==> src/hdl/assert_macros.svh <==
// assertion helpers shared by the rtl files
`ifndef ASSERT_MACROS_SVH
`define ASSERT_MACROS_SVH

`ifndef ASSERT_OFF

// clocked check, held off while reset is low
`define ASSERT_CLK(lbl, clk, rst_n, prop) \
    lbl: assert property (@(posedge clk) disable iff (!rst_n) prop) \
        else $error("assertion failed");

// clocked check that also holds during reset
`define ASSERT_ALWAYS(lbl, clk, prop) \
    lbl: assert property (@(posedge clk) prop) \
        else $error("assertion failed");

`else

`define ASSERT_CLK(lbl, clk, rst_n, prop)
`define ASSERT_ALWAYS(lbl, clk, prop)

`endif

`endif

==> src/hdl/aisc_pkg.sv <==
// ----------------------------------------------------------------------------
// aisc_pkg
// types and constants of the audio interface sample counter
// ----------------------------------------------------------------------------
package aisc_pkg;

    typedef enum logic [1:0] {
        CMD_READ  = 2'd0,
        CMD_WRITE = 2'd1,
        CMD_TICK  = 2'd2,
        CMD_EXT   = 2'd3
    } t_cmd;

    typedef enum logic [1:0] {
        REG_CONTROL = 2'd0,
        REG_VOLUME  = 2'd1,
        REG_COUNTER = 2'd2,
        REG_TIMING  = 2'd3
    } t_reg;

    // configuration register indexes
    localparam logic [1:0] CFG_FAST = 2'd0;
    localparam logic [1:0] CFG_SLOW = 2'd1;

    localparam logic [15:0] PERIOD_FAST_RESET = 16'd10116;
    localparam logic [15:0] PERIOD_SLOW_RESET = 16'd15173;

    // control bit positions
    localparam int CB_PLAY  = 0;
    localparam int CB_SFR   = 1;
    localparam int CB_MASK  = 2;
    localparam int CB_INT   = 3;
    localparam int CB_VLD   = 4;
    localparam int CB_RESET = 5;
    localparam int CB_DFR   = 6;

    localparam logic [6:0] CTRL_RESET = 7'h02;
    // bits copied straight from a control write
    localparam logic [6:0] CTRL_KEEP  = 7'h56;

    localparam int PHASE_W = 17;

    typedef struct packed {
        t_cmd        cmd;
        t_reg        reg_index;
        logic [31:0] write_data;
    } t_item;

    typedef struct packed {
        logic [7:0]  volume_right;
        logic [7:0]  volume_left;
        logic        dma_rate_slow;
        logic        stream_rate_fast;
        logic        sample_strobe;
        logic        playing;
        logic        irq_line;
        logic [31:0] read_data;
    } t_result;

endpackage

==> src/hdl/aisc_state.sv <==
// ----------------------------------------------------------------------------
// aisc_state
// register state of the audio interface and its one-pass update per word
// ----------------------------------------------------------------------------
`include "assert_macros.svh"

module aisc_state
    import aisc_pkg::*;
(
    input  logic        i_clk,
    input  logic        i_rst_n,
    input  logic        i_accept,
    input  t_item       i_item,
    input  logic [15:0] i_period_fast,
    input  logic [15:0] i_period_slow,
    output t_result     o_result
);

    logic [6:0]         r_ctrl,  n_ctrl;
    logic [31:0]        r_vol,   n_vol;
    logic [31:0]        r_count, n_count;
    logic [31:0]        r_cmp,   n_cmp;
    logic [PHASE_W-1:0] r_phase, n_phase;

    logic [PHASE_W-1:0] phase_inc;
    logic [15:0]        period;
    logic [31:0]        rd;
    logic               strobe;

    always_ff @(posedge i_clk) begin
        if (!i_rst_n) begin
            r_ctrl  <= CTRL_RESET;
            r_vol   <= '0;
            r_count <= '0;
            r_cmp   <= '0;
            r_phase <= '0;
        end else if (i_accept) begin
            r_ctrl  <= n_ctrl;
            r_vol   <= n_vol;
            r_count <= n_count;
            r_cmp   <= n_cmp;
            r_phase <= n_phase;
        end
    end

    assign period    = r_ctrl[CB_SFR] ? i_period_fast : i_period_slow;
    assign phase_inc = r_phase + PHASE_W'(1);

    always_comb begin
        n_ctrl  = r_ctrl;
        n_vol   = r_vol;
        n_count = r_count;
        n_cmp   = r_cmp;
        n_phase = r_phase;
        rd      = '0;
        strobe  = 1'b0;
        unique case (i_item.cmd)
            CMD_READ: begin
                unique case (i_item.reg_index)
                    REG_CONTROL: rd = {25'd0, r_ctrl};
                    REG_VOLUME:  rd = r_vol;
                    REG_COUNTER: rd = r_count;
                    REG_TIMING:  rd = r_cmp;
                    default:     rd = '0;
                endcase
            end
            CMD_WRITE: begin
                unique case (i_item.reg_index)
                    REG_CONTROL: begin
                        n_ctrl = (r_ctrl & ~CTRL_KEEP) | (i_item.write_data[6:0] & CTRL_KEEP);
                        if (i_item.write_data[CB_PLAY] != r_ctrl[CB_PLAY]) begin
                            n_ctrl[CB_PLAY] = i_item.write_data[CB_PLAY];
                            n_phase         = '0;
                        end
                        // write one to clear
                        if (i_item.write_data[CB_INT]) begin
                            n_ctrl[CB_INT] = 1'b0;
                        end
                        if (i_item.write_data[CB_RESET]) begin
                            n_count = '0;
                            n_phase = '0;
                        end
                        n_ctrl[CB_RESET] = 1'b0;
                    end
                    REG_VOLUME: n_vol = i_item.write_data;
                    REG_COUNTER: begin
                        n_count = i_item.write_data;
                        n_phase = '0;
                    end
                    REG_TIMING: n_cmp = i_item.write_data;
                    default: n_cmp = r_cmp;
                endcase
            end
            CMD_TICK: begin
                if (r_ctrl[CB_PLAY]) begin
                    // at most one sample per tick, a large phase drains over ticks
                    if (phase_inc > {1'b0, period}) begin
                        n_phase = phase_inc - {1'b0, period};
                        n_count = r_count + 32'd1;
                        strobe  = 1'b1;
                        if (n_count == r_cmp) begin
                            n_ctrl[CB_INT] = 1'b1;
                        end
                    end else begin
                        n_phase = phase_inc;
                    end
                end
            end
            CMD_EXT: n_ctrl[CB_INT] = 1'b1;
            default: n_ctrl = r_ctrl;
        endcase
    end

    always_comb begin
        o_result.read_data        = rd;
        o_result.irq_line         = n_ctrl[CB_INT] & n_ctrl[CB_MASK];
        o_result.playing          = n_ctrl[CB_PLAY];
        o_result.sample_strobe    = strobe;
        o_result.stream_rate_fast = n_ctrl[CB_SFR];
        o_result.dma_rate_slow    = n_ctrl[CB_DFR];
        o_result.volume_left      = n_vol[7:0];
        o_result.volume_right     = n_vol[15:8];
    end

    `ASSERT_CLK(a_strobe_steps_count, i_clk, i_rst_n,
        (i_accept && strobe) |=> (r_count == $past(r_count) + 32'd1))
    `ASSERT_CLK(a_stopped_tick_holds, i_clk, i_rst_n,
        (i_accept && i_item.cmd == CMD_TICK && !r_ctrl[CB_PLAY]) |=>
            ($stable(r_count) && $stable(r_phase)))
    `ASSERT_CLK(a_no_strobe_when_stopped, i_clk, i_rst_n,
        strobe |-> (r_ctrl[CB_PLAY] && i_item.cmd == CMD_TICK))
    `ASSERT_ALWAYS(a_reset_bit_clear, i_clk, (!i_rst_n || !r_ctrl[CB_RESET]))

endmodule

==> src/hdl/audio_interface_sample_counter_core.sv <==
// ----------------------------------------------------------------------------
// audio_interface_sample_counter_core
// audio interface register block with a running sample counter
// ----------------------------------------------------------------------------
// channel   direction  handshake                      payload
// s_axis    in         s_axis_tvalid / s_axis_tready  tuser cmd, tdata reg and data
// m_axis    out        m_axis_tvalid / m_axis_tready  tdata result fields
// cfg       in         i_cfg_valid / o_cfg_ready      index, 16-bit period
//
// one word per cycle while s_axis_tready is high: state updates in one pass at acceptance
// and the result is registered into the output register together with that state update
// the output register lets the next word in while the sink drains the current one
// a stalled sink with a full output register holds s_axis_tready low
// synchronous active-low reset, config port is always ready
// ----------------------------------------------------------------------------
`include "assert_macros.svh"

module audio_interface_sample_counter_core
    import aisc_pkg::*;
(
    input  logic        i_clk,
    input  logic        i_rst_n,
    input  logic        s_axis_tvalid,
    output logic        s_axis_tready,
    input  logic [39:0] s_axis_tdata,   // reg_index[1:0], write_data[33:2], zero fill
    input  logic [1:0]  s_axis_tuser,   // cmd[1:0]
    output logic        m_axis_tvalid,
    input  logic        m_axis_tready,
    output logic [55:0] m_axis_tdata,   // read_data[31:0], irq_line[32], playing[33],
                                        // sample_strobe[34], stream_rate_fast[35],
                                        // dma_rate_slow[36], volume_left[44:37],
                                        // volume_right[52:45], zero fill
    input  logic        i_cfg_valid,
    output logic        o_cfg_ready,
    input  logic [1:0]  i_cfg_index,
    input  logic [15:0] i_cfg_data
);

    logic [15:0] r_period_fast;
    logic [15:0] r_period_slow;
    logic        r_out_valid;
    t_result     r_out;

    logic        accept;
    t_item       item;
    t_result     result;

    assign o_cfg_ready = 1'b1;

    always_ff @(posedge i_clk) begin
        if (!i_rst_n) begin
            r_period_fast <= PERIOD_FAST_RESET;
            r_period_slow <= PERIOD_SLOW_RESET;
        end else if (i_cfg_valid) begin
            case (i_cfg_index)
                CFG_FAST: r_period_fast <= i_cfg_data;
                CFG_SLOW: r_period_slow <= i_cfg_data;
                default:  r_period_slow <= r_period_slow;
            endcase
        end
    end

    assign s_axis_tready = !r_out_valid || m_axis_tready;
    assign accept        = s_axis_tvalid && s_axis_tready;

    assign item.cmd        = t_cmd'(s_axis_tuser);
    assign item.reg_index  = t_reg'(s_axis_tdata[1:0]);
    assign item.write_data = s_axis_tdata[33:2];

    aisc_state u_state (
        .i_clk         (i_clk),
        .i_rst_n       (i_rst_n),
        .i_accept      (accept),
        .i_item        (item),
        .i_period_fast (r_period_fast),
        .i_period_slow (r_period_slow),
        .o_result      (result)
    );

    always_ff @(posedge i_clk) begin
        if (!i_rst_n) begin
            r_out_valid <= 1'b0;
        end else if (accept) begin
            r_out_valid <= 1'b1;
        end else if (m_axis_tready) begin
            r_out_valid <= 1'b0;
        end
    end

    always_ff @(posedge i_clk) begin
        if (accept) begin
            r_out <= result;
        end
    end

    assign m_axis_tvalid = r_out_valid;
    assign m_axis_tdata  = {3'd0, r_out};

    `ASSERT_CLK(a_ready_when_empty, i_clk, i_rst_n, !r_out_valid |-> s_axis_tready)
    `ASSERT_CLK(a_accept_fills_output, i_clk, i_rst_n, accept |=> m_axis_tvalid)
    `ASSERT_CLK(a_stall_holds_result, i_clk, i_rst_n,
        (m_axis_tvalid && !m_axis_tready) |=> $stable(r_out))

endmodule
==> config.mk <==
export PLATFORM = sky130hd
export DESIGN_NAME = audio_interface_sample_counter_core
export DESIGN_NICKNAME = d
export VERILOG_FILES = /design/src/hdl/aisc_pkg.sv /design/src/hdl/aisc_state.sv /design/src/hdl/audio_interface_sample_counter_core.sv
export VERILOG_INCLUDE_DIRS = /design/src /design/src/hdl
export SDC_FILE = /design/constraint.sdc
export NUM_CORES = 1
export LEC_CHECK = 0
export BUFFER_PORTS_ARGS = -buffer_cell sky130_fd_sc_hd__buf_2
export CAP_MARGIN = 25
export CELL_PAD_IN_SITES_DETAIL_PLACEMENT = 1
export CELL_PAD_IN_SITES_GLOBAL_PLACEMENT = 1
export CORE_ASPECT_RATIO = 0.8
export CORE_MARGIN = 1
export CORE_UTILIZATION = 40
export CTS_CLUSTER_DIAMETER = 30
export DETAILED_ROUTE_END_ITERATION = 10
export PLACE_DENSITY = 0.77
export SLEW_MARGIN = 25
export SYNTH_ARGS = -nofsm -noshare
export SYNTH_HDL_FRONTEND = slang
export SYNTH_SLANG_ARGS = --single-unit
==> constraint.sdc <==
create_clock -name i_clk -period 4.1 [get_ports i_clk]
set_input_delay 1.23 -clock i_clk [delete_from_list [all_inputs] [get_ports i_clk]]
set_output_delay 1.23 -clock i_clk [all_outputs]
set_load 0.1 [all_outputs]
==> summary.txt, run 1 <==
GLOBAL ROUTE
-------------------------------------------------------------------------------------
Vias in the first global route .........................................        10642
Initial antenna violation count ........................................            1
Congestion Overflow GR .................................................            0
Largest net degree at the start of global routing ......................           60
GRT Overall Usage ......................................................        0.261
First-pass GRT wire length .............................................      58.5 mm

LOGIC SYNTHESIS
-------------------------------------------------------------------------------------
Cell count after synthesis .............................................         1295
Count of unique library cells instantiated by Yosys ....................           69
Count of flip-flops with a built-in enable after synthesis .............           53
Average cell area after synthesis ......................................    8.58 um^2
Proportion of synthesized chip area in sequential cells ................        0.417
Main flop type after synthesis ......................................... sky130_fd_sc_hd__dfxtp_1
Number of synthesized register bits ....................................          205
Area share of the largest cell type after synthesis ....................        0.274
Number of warnings printed during yosys synthesis ......................            0
Library cell occupying the most area in the post-synthesis netlist ..... sky130_fd_sc_hd__dfxtp_1
Cell area after technology mapping .....................................   11100 um^2
Synth top area cells ................................................... sky130_fd_sc_hd__dfxtp_1, sky130_fd_sc_hd__edfxtp_1, sky130_fd_sc_hd__nand2_1
Share of synthesized flip-flops with an asynchronous set or reset ......            0

SETUP PATH
-------------------------------------------------------------------------------------
Critical-path cell with the highest stage delay ........................ sky130_fd_sc_hd__dfxtp_1
Type of origin of the critical path ....................................     register
Top Family by Delay on Critical Path ................................... simple AND/OR/NAND/NOR gates
Count of buffer and inverter cells on the critical path ................            2
Data arrival at the endpoint of the critical path ......................      4.27 ns
Worst path cell trace .................................................. and4_1 -> nand4_1 -> buf_4 -> or3_1 -> xnor2_1 -> ha_1 -> and3_1 -> nor2_1 -> a21oi_1 -> o31a_1 -> o21ai_0 -> buf_4 -> o311ai_0 -> o21ai_0
Delay of the slowest cell on the worst path ............................      0.41 ns
Nature of the critical path endpoint ...................................     register
Largest driver fanout on the critical path .............................           12
Critical setup path kind ...............................................   reg -> reg
Worst endpoint required time ...........................................      4.50 ns

PWR
-------------------------------------------------------------------------------------
Pwr Total ..............................................................      6.57 mW
PwrDens ................................................................  477 nW/um^2
Max IR drop VDD ........................................................       395 uV
Leakage component of the power .........................................      5.39 nW

TIMING
-------------------------------------------------------------------------------------
Shortest clock period the worst path allows after layout ...............      3.87 ns
Tightest slew margin relative to the limit .............................        0.326
Least-Margin Pin Slew ..................................................      1.00 ns
Hold Vio Cnt, Final ....................................................            0
Maximum clock rate .....................................................    0.259 GHz
Final worst clock skew .................................................    0.0238 ns
Crit share post-route ..................................................        0.943
Count of endpoints failing setup in the final report ...................            0
Number of pins with negative max-slew slack in the final report ........            0

LAYOUT
-------------------------------------------------------------------------------------
Final cell utilization of the core .....................................        0.504
Number of fillers in the final layout ..................................         3200
Post-route cell area ...................................................   13800 um^2
Layout cells sized above 1 .............................................        0.207
Area growth from synthesis to layout ...................................        23.9%
Final net count ........................................................         1496
Most common cell after layout, fill and taps aside ..................... sky130_fd_sc_hd__nand2_1
Highest-count cells in the layout ignoring fill and taps ............... sky130_fd_sc_hd__nand2_1, sky130_fd_sc_hd__dfxtp_1, sky130_fd_sc_hd__a21oi_1, sky130_fd_sc_hd__buf_2, sky130_fd_sc_hd__nor2_1

CLOCKING
-------------------------------------------------------------------------------------
Number of buffers created by CTS .......................................           49
H-tree levels ..........................................................            2
Clock-pin slew of the registers on the worst-case setup and hold paths .      0.05 ns
Number of clock sinks ..................................................          205
Maximum clock path buffer count ........................................            3
CTS tree ...............................................................          yes
CTS root buffer ........................................................ sky130_fd_sc_hd__clkbuf_16
Clock insertion delay at the later pin of the skew report ..............      0.56 ns

ROUTE
-------------------------------------------------------------------------------------
Vias per inst ..........................................................         5.76
Wire length per cell after detailed routing ............................      20.6 um
DR iter-0 viols ........................................................          649
Number of nets with antenna violations after detailed routing ..........            0
Total via count in the routed design ...................................        10473
DRC violations left ....................................................            0
Routed wire length .....................................................      37.4 mm
Total iterations of the first detailed-routing run .....................            5

RUN STATUS
-------------------------------------------------------------------------------------
Status .................................................................    completed

DIE
-------------------------------------------------------------------------------------
Cell row count .........................................................           54
Effective utilization at floorplan .....................................        0.407
Die extent in y ........................................................       151 um
Horizontal die dimension ...............................................       188 um
Ports placed on the boundary ...........................................          124
Die Footprint ..........................................................   28500 um^2
Std-Cell Core Area .....................................................   27300 um^2

RUN
-------------------------------------------------------------------------------------
Number of violations of the max-capacitance limit ......................            0

PLACE
-------------------------------------------------------------------------------------
Port Buf Inserts .......................................................          113
Final weighted congestion in routability-driven placement ..............        0.909
Cell area reported after detailed placement ............................   12100 um^2
Post-detailed-placement half-perimeter wirelength ......................      25.6 mm

WORST HOLD PATH
-------------------------------------------------------------------------------------
Hold WC Path Type ......................................................   reg -> reg

==> synthesized netlist by cell type, drive strengths merged, types with 15 or more instances <==
| library cell | instances |
|---|---|
| ha | 18 |
| nand3 | 51 |
| edfxtp | 53 |
| buf | 17 |
| xnor2 | 52 |
| a22oi | 27 |
| nor2 | 78 |
| nand2 | 279 |
| nor3 | 15 |
| a32o | 19 |
| inv | 16 |
| mux2i | 24 |
| dfxtp | 152 |
| nor2b | 17 |
| clkbuf | 78 |
| mux2 | 42 |
| and3 | 18 |
| xor2 | 23 |
| o21ai | 34 |
| nand4 | 15 |
| a21oi | 114 |
==> metrics by stage <==
| stage | setup TNS [ns] | cells | hold WS [ns] | setup WS, ns |
|---|---|---|---|---|
| finish | 0 | 1818 | 0.453 | 0.232 |
| detailed placement | 0 | 1723 | 0.449 | 0.263 |
| global route | -0.0108 | 1818 | 0.470 | -0.0108 |
| floorplan | 0 | 1297 | 0.433 | 0.184 |
| global placement | 0 | 1723 | 0.440 | 0.371 |
| CTS | 0 | 1815 | 0.455 | 0.182 |
==> registers in the layout, indices dropped and copies added (netlist names) <==
register	flops
u_state.r_ctrl	6
u_state.r_cmp	32
m_axis_tdata	53
m_axis_tvalid	1
u_state.r_count	32
u_state.r_phase	17
r_period_slow	16
u_state.r_vol	32
r_period_fast	16
==> worst paths after layout <==
path                                         start            endpoint  slack (ns)  cells past startpoint
worst min register to register   u_state.r_vol[27]   u_state.r_vol[27]        0.45                      2
worst max register to register  u_state.r_phase[3]  u_state.r_count[6]        0.23                     14
worst max-delay path            u_state.r_phase[3]  u_state.r_count[6]        0.23                     14
worst min-delay path             u_state.r_vol[27]   u_state.r_vol[27]        0.45                      2
==> report_power, final <==
group	switching, mW	leakage, nW	internal [mW]
registers	0.0276	1.76	2.13
clock network	1.23	0.795	2.61
logic	0.439	2.83	0.128
==> final cells by class <==
class | instances | area, um^2 | area share
flip-flops and latches | 205 | 4630 | 0.337
diodes | 1 | 2.50 | 0.000182
well taps | 364 | 455 | 0.0331
repair buffers | 159 | 911 | 0.0662
clock buffers | 56 | 1280 | 0.0933
inverters | 17 | 63.8 | 0.00464
clock inverters | 36 | 368 | 0.0267
multi-input cells | 980 | 6040 | 0.439
==> worst min-delay path, delay by kind of cell, from the launching register on <==
family           cells  cell delay, ns
AO/OA/AOI/OAI        1            0.05
flip-flops           1            0.30
AND/OR/NAND/NOR      1            0.05
==> kinds of logic (layout without fill, tap and decap cells) <==
| kind of cell | Yosys count | in the layout | synth area share |
|---|---|---|---|
| AOI/OAI and AO/OA | 290 | 290 | 0.172 |
| xor gates and xnor gates | 76 | 76 | 0.0611 |
| adders and majority gates | 19 | 19 | 0.0221 |
| buffers and inverters | 112 | 268 | 0.0417 |
| DFF | 205 | 205 | 0.417 |
| muxes | 72 | 72 | 0.0764 |
| other | 2 | 5 | 0.000676 |
| and+or+nand+nor | 519 | 519 | 0.209 |
==> layer usage <==
metal | wire length [um] | vias to the layer above | global-route usage
met5 | 0 | - | 0
met4 | 707 | 0 | 0.0843
met3 | 2310 | 54 | 0.0482
met1 | 17600 | 5235 | 0.360
li1 | - | 4871 | -
met2 | 16800 | 313 | 0.413
==> timing repair <==
item,in CTS,in global routing
buffers inserted,0,2
setup endpoints to repair,0,4
hold buffers,0,0
gates resized for setup,0,1
(Power assumes the default switching activity.)
==> run 2, diff against run 1 <==
- CORE_UTILIZATION: 40 -> 41
- PLACE_DENSITY: 0.77 -> 0.78
- SYNTH_HIERARCHICAL: default -> 1
==> run 2 against run 1 <==
Combinational power up 17%. Synthesized cell count up 7.6%. Clock power up 8.9%. Clock skew up 0.0085 ns. First-iteration DRC count up 22%. Fmax down 0.60%. Non-clock buffer count up 10. Count of clock-buffer cells in the layout down 1. Die area up 6.3%. Critical path type unchanged. Highest routed layer unchanged.
==> summary.txt, run 2 <==
PWR
-------------------------------------------------------------------------------------
PwrDens ................................................................  471 nW/um^2
Leakage component of the power .........................................      5.76 nW
Max IR drop VDD ........................................................       293 uV

PLACE
-------------------------------------------------------------------------------------
Pre-CTS worst setup slack ..............................................     0.270 ns
Port Buf Inserts .......................................................          113
Post-detailed-placement half-perimeter wirelength ......................      27.9 mm
Final weighted congestion in routability-driven placement ..............        0.888
Cell area reported after detailed placement ............................   13100 um^2

SETUP PATH
-------------------------------------------------------------------------------------
Worst endpoint required time ...........................................      4.58 ns
Nature of the critical path endpoint ...................................     register
Data arrival at the endpoint of the critical path ......................      4.37 ns
Cell repeated most along the worst path ................................ sky130_fd_sc_hd__a21oi_1
Critical-path cell with the highest stage delay ........................ sky130_fd_sc_hd__o311ai_2
Delay of the slowest cell on the worst path ............................      0.59 ns
Largest driver fanout on the critical path .............................            8
Worst reg2reg startpoint ............................................... u_state/r_phase[0]
Critical setup path kind ...............................................   reg -> reg
Worst path cell trace .................................................. ha_1 -> nand2_1 -> xnor2_1 -> ha_1 -> buf_4 -> a21oi_1 -> o211ai_1 -> a21oi_1 -> nor2_1 -> o311ai_2 -> nor2_1 -> a211o_1 -> a21oi_1
Type of origin of the critical path ....................................     register
Setup crit start ....................................................... u_state/r_phase[0]

DIE
-------------------------------------------------------------------------------------
Std-Cell Core Area .....................................................   28600 um^2
Cell row count .........................................................           55
Horizontal die dimension ...............................................       194 um
Die extent in y ........................................................       156 um
Ports placed on the boundary ...........................................          124
Die Footprint ..........................................................   30200 um^2
Effective utilization at floorplan .....................................        0.423

LOGIC SYNTHESIS
-------------------------------------------------------------------------------------
Main flop type after synthesis ......................................... sky130_fd_sc_hd__dfxtp_1
Cell count after synthesis .............................................         1393
Count of flip-flops with a built-in enable after synthesis .............           53
Most frequent cells after synthesis .................................... sky130_fd_sc_hd__nand2_1, sky130_fd_sc_hd__dfxtp_1, sky130_fd_sc_hd__nor2_1
Share of synthesized flip-flops with an asynchronous set or reset ......            0
Area share of the largest cell type after synthesis ....................        0.251
Count of unique library cells instantiated by Yosys ....................           87
Number of synthesized register bits ....................................          205
Cell area after technology mapping .....................................   12100 um^2
Number of warnings printed during yosys synthesis ......................            6
Library cell with the highest instance count after synthesis ........... sky130_fd_sc_hd__nand2_1
Library cell occupying the most area in the post-synthesis netlist ..... sky130_fd_sc_hd__dfxtp_1
Average cell area after synthesis ......................................    8.70 um^2
Proportion of synthesized chip area in sequential cells ................        0.383
Synth top area cells ................................................... sky130_fd_sc_hd__dfxtp_1, sky130_fd_sc_hd__edfxtp_1, sky130_fd_sc_hd__nand2_1

CLOCKING
-------------------------------------------------------------------------------------
Number of clock sinks ..................................................          205
CTS tree ...............................................................          yes
H-tree levels ..........................................................            2
Maximum clock path buffer count ........................................            3
Number of buffers added to fix hold violations after cts ...............            0
Number of buffers created by CTS .......................................           50
Clock insertion delay at the later pin of the skew report ..............      0.56 ns
Clock-pin slew of the registers on the worst-case setup and hold paths .      0.05 ns
CTS root buffer ........................................................ sky130_fd_sc_hd__clkbuf_16

TIMING
-------------------------------------------------------------------------------------
Hold Vio Cnt, Final ....................................................            0
Number of pins with negative max-slew slack in the final report ........            0
Maximum clock rate .....................................................    0.257 GHz
RSZ-0062 raised after global routing ...................................           no
Final worst slack ......................................................     0.209 ns
Shortest clock period the worst path allows after layout ...............      3.89 ns
Setup TNS Final ........................................................         0 ns
Worst slack on hold paths ..............................................     0.459 ns
Least-Margin Pin Slew ..................................................     0.789 ns
Final worst clock skew .................................................    0.0323 ns
Count of endpoints failing setup in the final report ...................            0
Crit share post-route ..................................................        0.949
Tightest slew margin relative to the limit .............................        0.472

ROUTE
-------------------------------------------------------------------------------------
Routed wire length .....................................................      41.4 mm
Total via count in the routed design ...................................        11337
Vias per inst ..........................................................         5.91
Number of nets with antenna violations after detailed routing ..........            0
DRC violations left ....................................................            0
Total iterations of the first detailed-routing run .....................            5
DR iter-0 viols ........................................................          789
Wire length per cell after detailed routing ............................      21.6 um

GLOBAL ROUTE
-------------------------------------------------------------------------------------
Initial antenna violation count ........................................            1
Largest net degree at the start of global routing ......................           85
Vias in the first global route .........................................        11622
Congestion Overflow GR .................................................            0
First-pass GRT wire length .............................................      64.6 mm
GRT Overall Usage ......................................................        0.269

LAYOUT
-------------------------------------------------------------------------------------
Most common cell after layout, fill and taps aside ..................... sky130_fd_sc_hd__nand2_1
Number of flip-flops in the largest register ...........................           53
Final net count ........................................................         1593
Area growth from synthesis to layout ...................................        23.1%
Layout cells sized above 1 .............................................        0.218
Highest-count cells in the layout ignoring fill and taps ............... sky130_fd_sc_hd__nand2_1, sky130_fd_sc_hd__dfxtp_1, sky130_fd_sc_hd__buf_2
Post-route cell area ...................................................   14900 um^2

RUN
-------------------------------------------------------------------------------------
Number of violations of the max-capacitance limit ......................            0

RUN STATUS
-------------------------------------------------------------------------------------
Status .................................................................    completed

WORST HOLD PATH
-------------------------------------------------------------------------------------
Hold WC Path Type ......................................................   reg -> reg
Source of the worst hold timing path ................................... r_period_slow[7]

==> run 2: changes by cell type in the layout (fill, tap and decap cells not counted), moves of 9 or more <==
cell / previous run / this run
sky130_fd_sc_hd__inv_1: 16 / 25
sky130_fd_sc_hd__nand2_1: 279 / 252
sky130_fd_sc_hd__a32o_1: 19 / 2
sky130_fd_sc_hd__nand4_1: 15 / 26
sky130_fd_sc_hd__mux2i_1: 24 / 57
sky130_fd_sc_hd__o21ai_1: 0 / 35
sky130_fd_sc_hd__buf_4: 46 / 55
sky130_fd_sc_hd__a21boi_0: 1 / 69
sky130_fd_sc_hd__a21oi_1: 113 / 58
sky130_fd_sc_hd__xnor2_1: 52 / 36
sky130_fd_sc_hd__nand3_1: 51 / 40
sky130_fd_sc_hd__nor2b_1: 15 / 28
==> run 2: layout make-up <==
type | instances | area (um^2)
antenna | 1 | 2.50
clock buffer | 55 | 1280
clock inverter | 38 | 505
fill | 3300 | 13700
inverter | 25 | 93.8
multi-input combinational | 1054 | 6930
sequential | 205 | 4640
tap | 370 | 463
timing repair buffer | 169 | 1000
==> run 2: cells by family after synthesis <==
family                     share of synthesized area
muxes                                          0.100
and+or+nand+nor                                0.209
adders and majority gates                     0.0244
xor gates and xnor gates                      0.0467
DFF                                            0.383
other                                       0.000620
AOI/OAI and AO/OA                              0.187
buffers and inverters                         0.0492
==> run 2: through the flow <==
step,util,instances,total power [mW]
final,0.521,1917,7.02
after global routing,0.521,1917,7.20
after CTS,0.520,1915,7.05
after detailed placement,0.458,1822,2.86
after global placement,0.458,1822,2.84
after floorplan,-,1395,2.67
==> run 2: per-layer routing <==
metal	track usage	vias to the layer above	part of all wire
met2	0.428	407	0.44
met4	0.0854	0	0.025
met3	0.0465	76	0.066
met5	0	-	0
met1	0.373	5619	0.47
li1	-	5235	-
==> run 2: path summary, 6_finish.rpt <==
kind / cells after the start / to / slack (ns)
max: 13 / u_state/r_count[8] / 0.21
min: 2 / r_period_slow[7] / 0.46
max reg2reg: 13 / u_state/r_count[8] / 0.21
min reg2reg: 2 / r_period_slow[7] / 0.46
==> run 2: critical path: cells and delay by family, from the launching register on <==
| family | cells | cell delay (ns) |
|---|---|---|
| AND/OR/NAND/NOR | 3 | 0.52 |
| flip-flops | 1 | 0.41 |
| buffers and inverters | 1 | 0.17 |
| adder cells (fa/ha/maj) | 2 | 0.78 |
| XOR/XNOR | 1 | 0.22 |
| AO/OA/AOI/OAI | 6 | 1.73 |
==> run 2: timing repair <==
| action | 4_1_cts | 5_1_grt |
|---|---|---|
| resized for setup | 0 | 4 |
| buffers inserted | 0 | 1 |
| setup endpoints to repair | 0 | 16 |
==> run 2: report_power, final <==
group	internal (mW)	total [mW]	switching [mW]	leakage [nW]
clock	2.84	4.18	1.35	0.845
combinational	0.173	0.664	0.491	3.15
sequential	2.13	2.17	0.0385	1.76
total	5.15	7.02	1.88	5.76
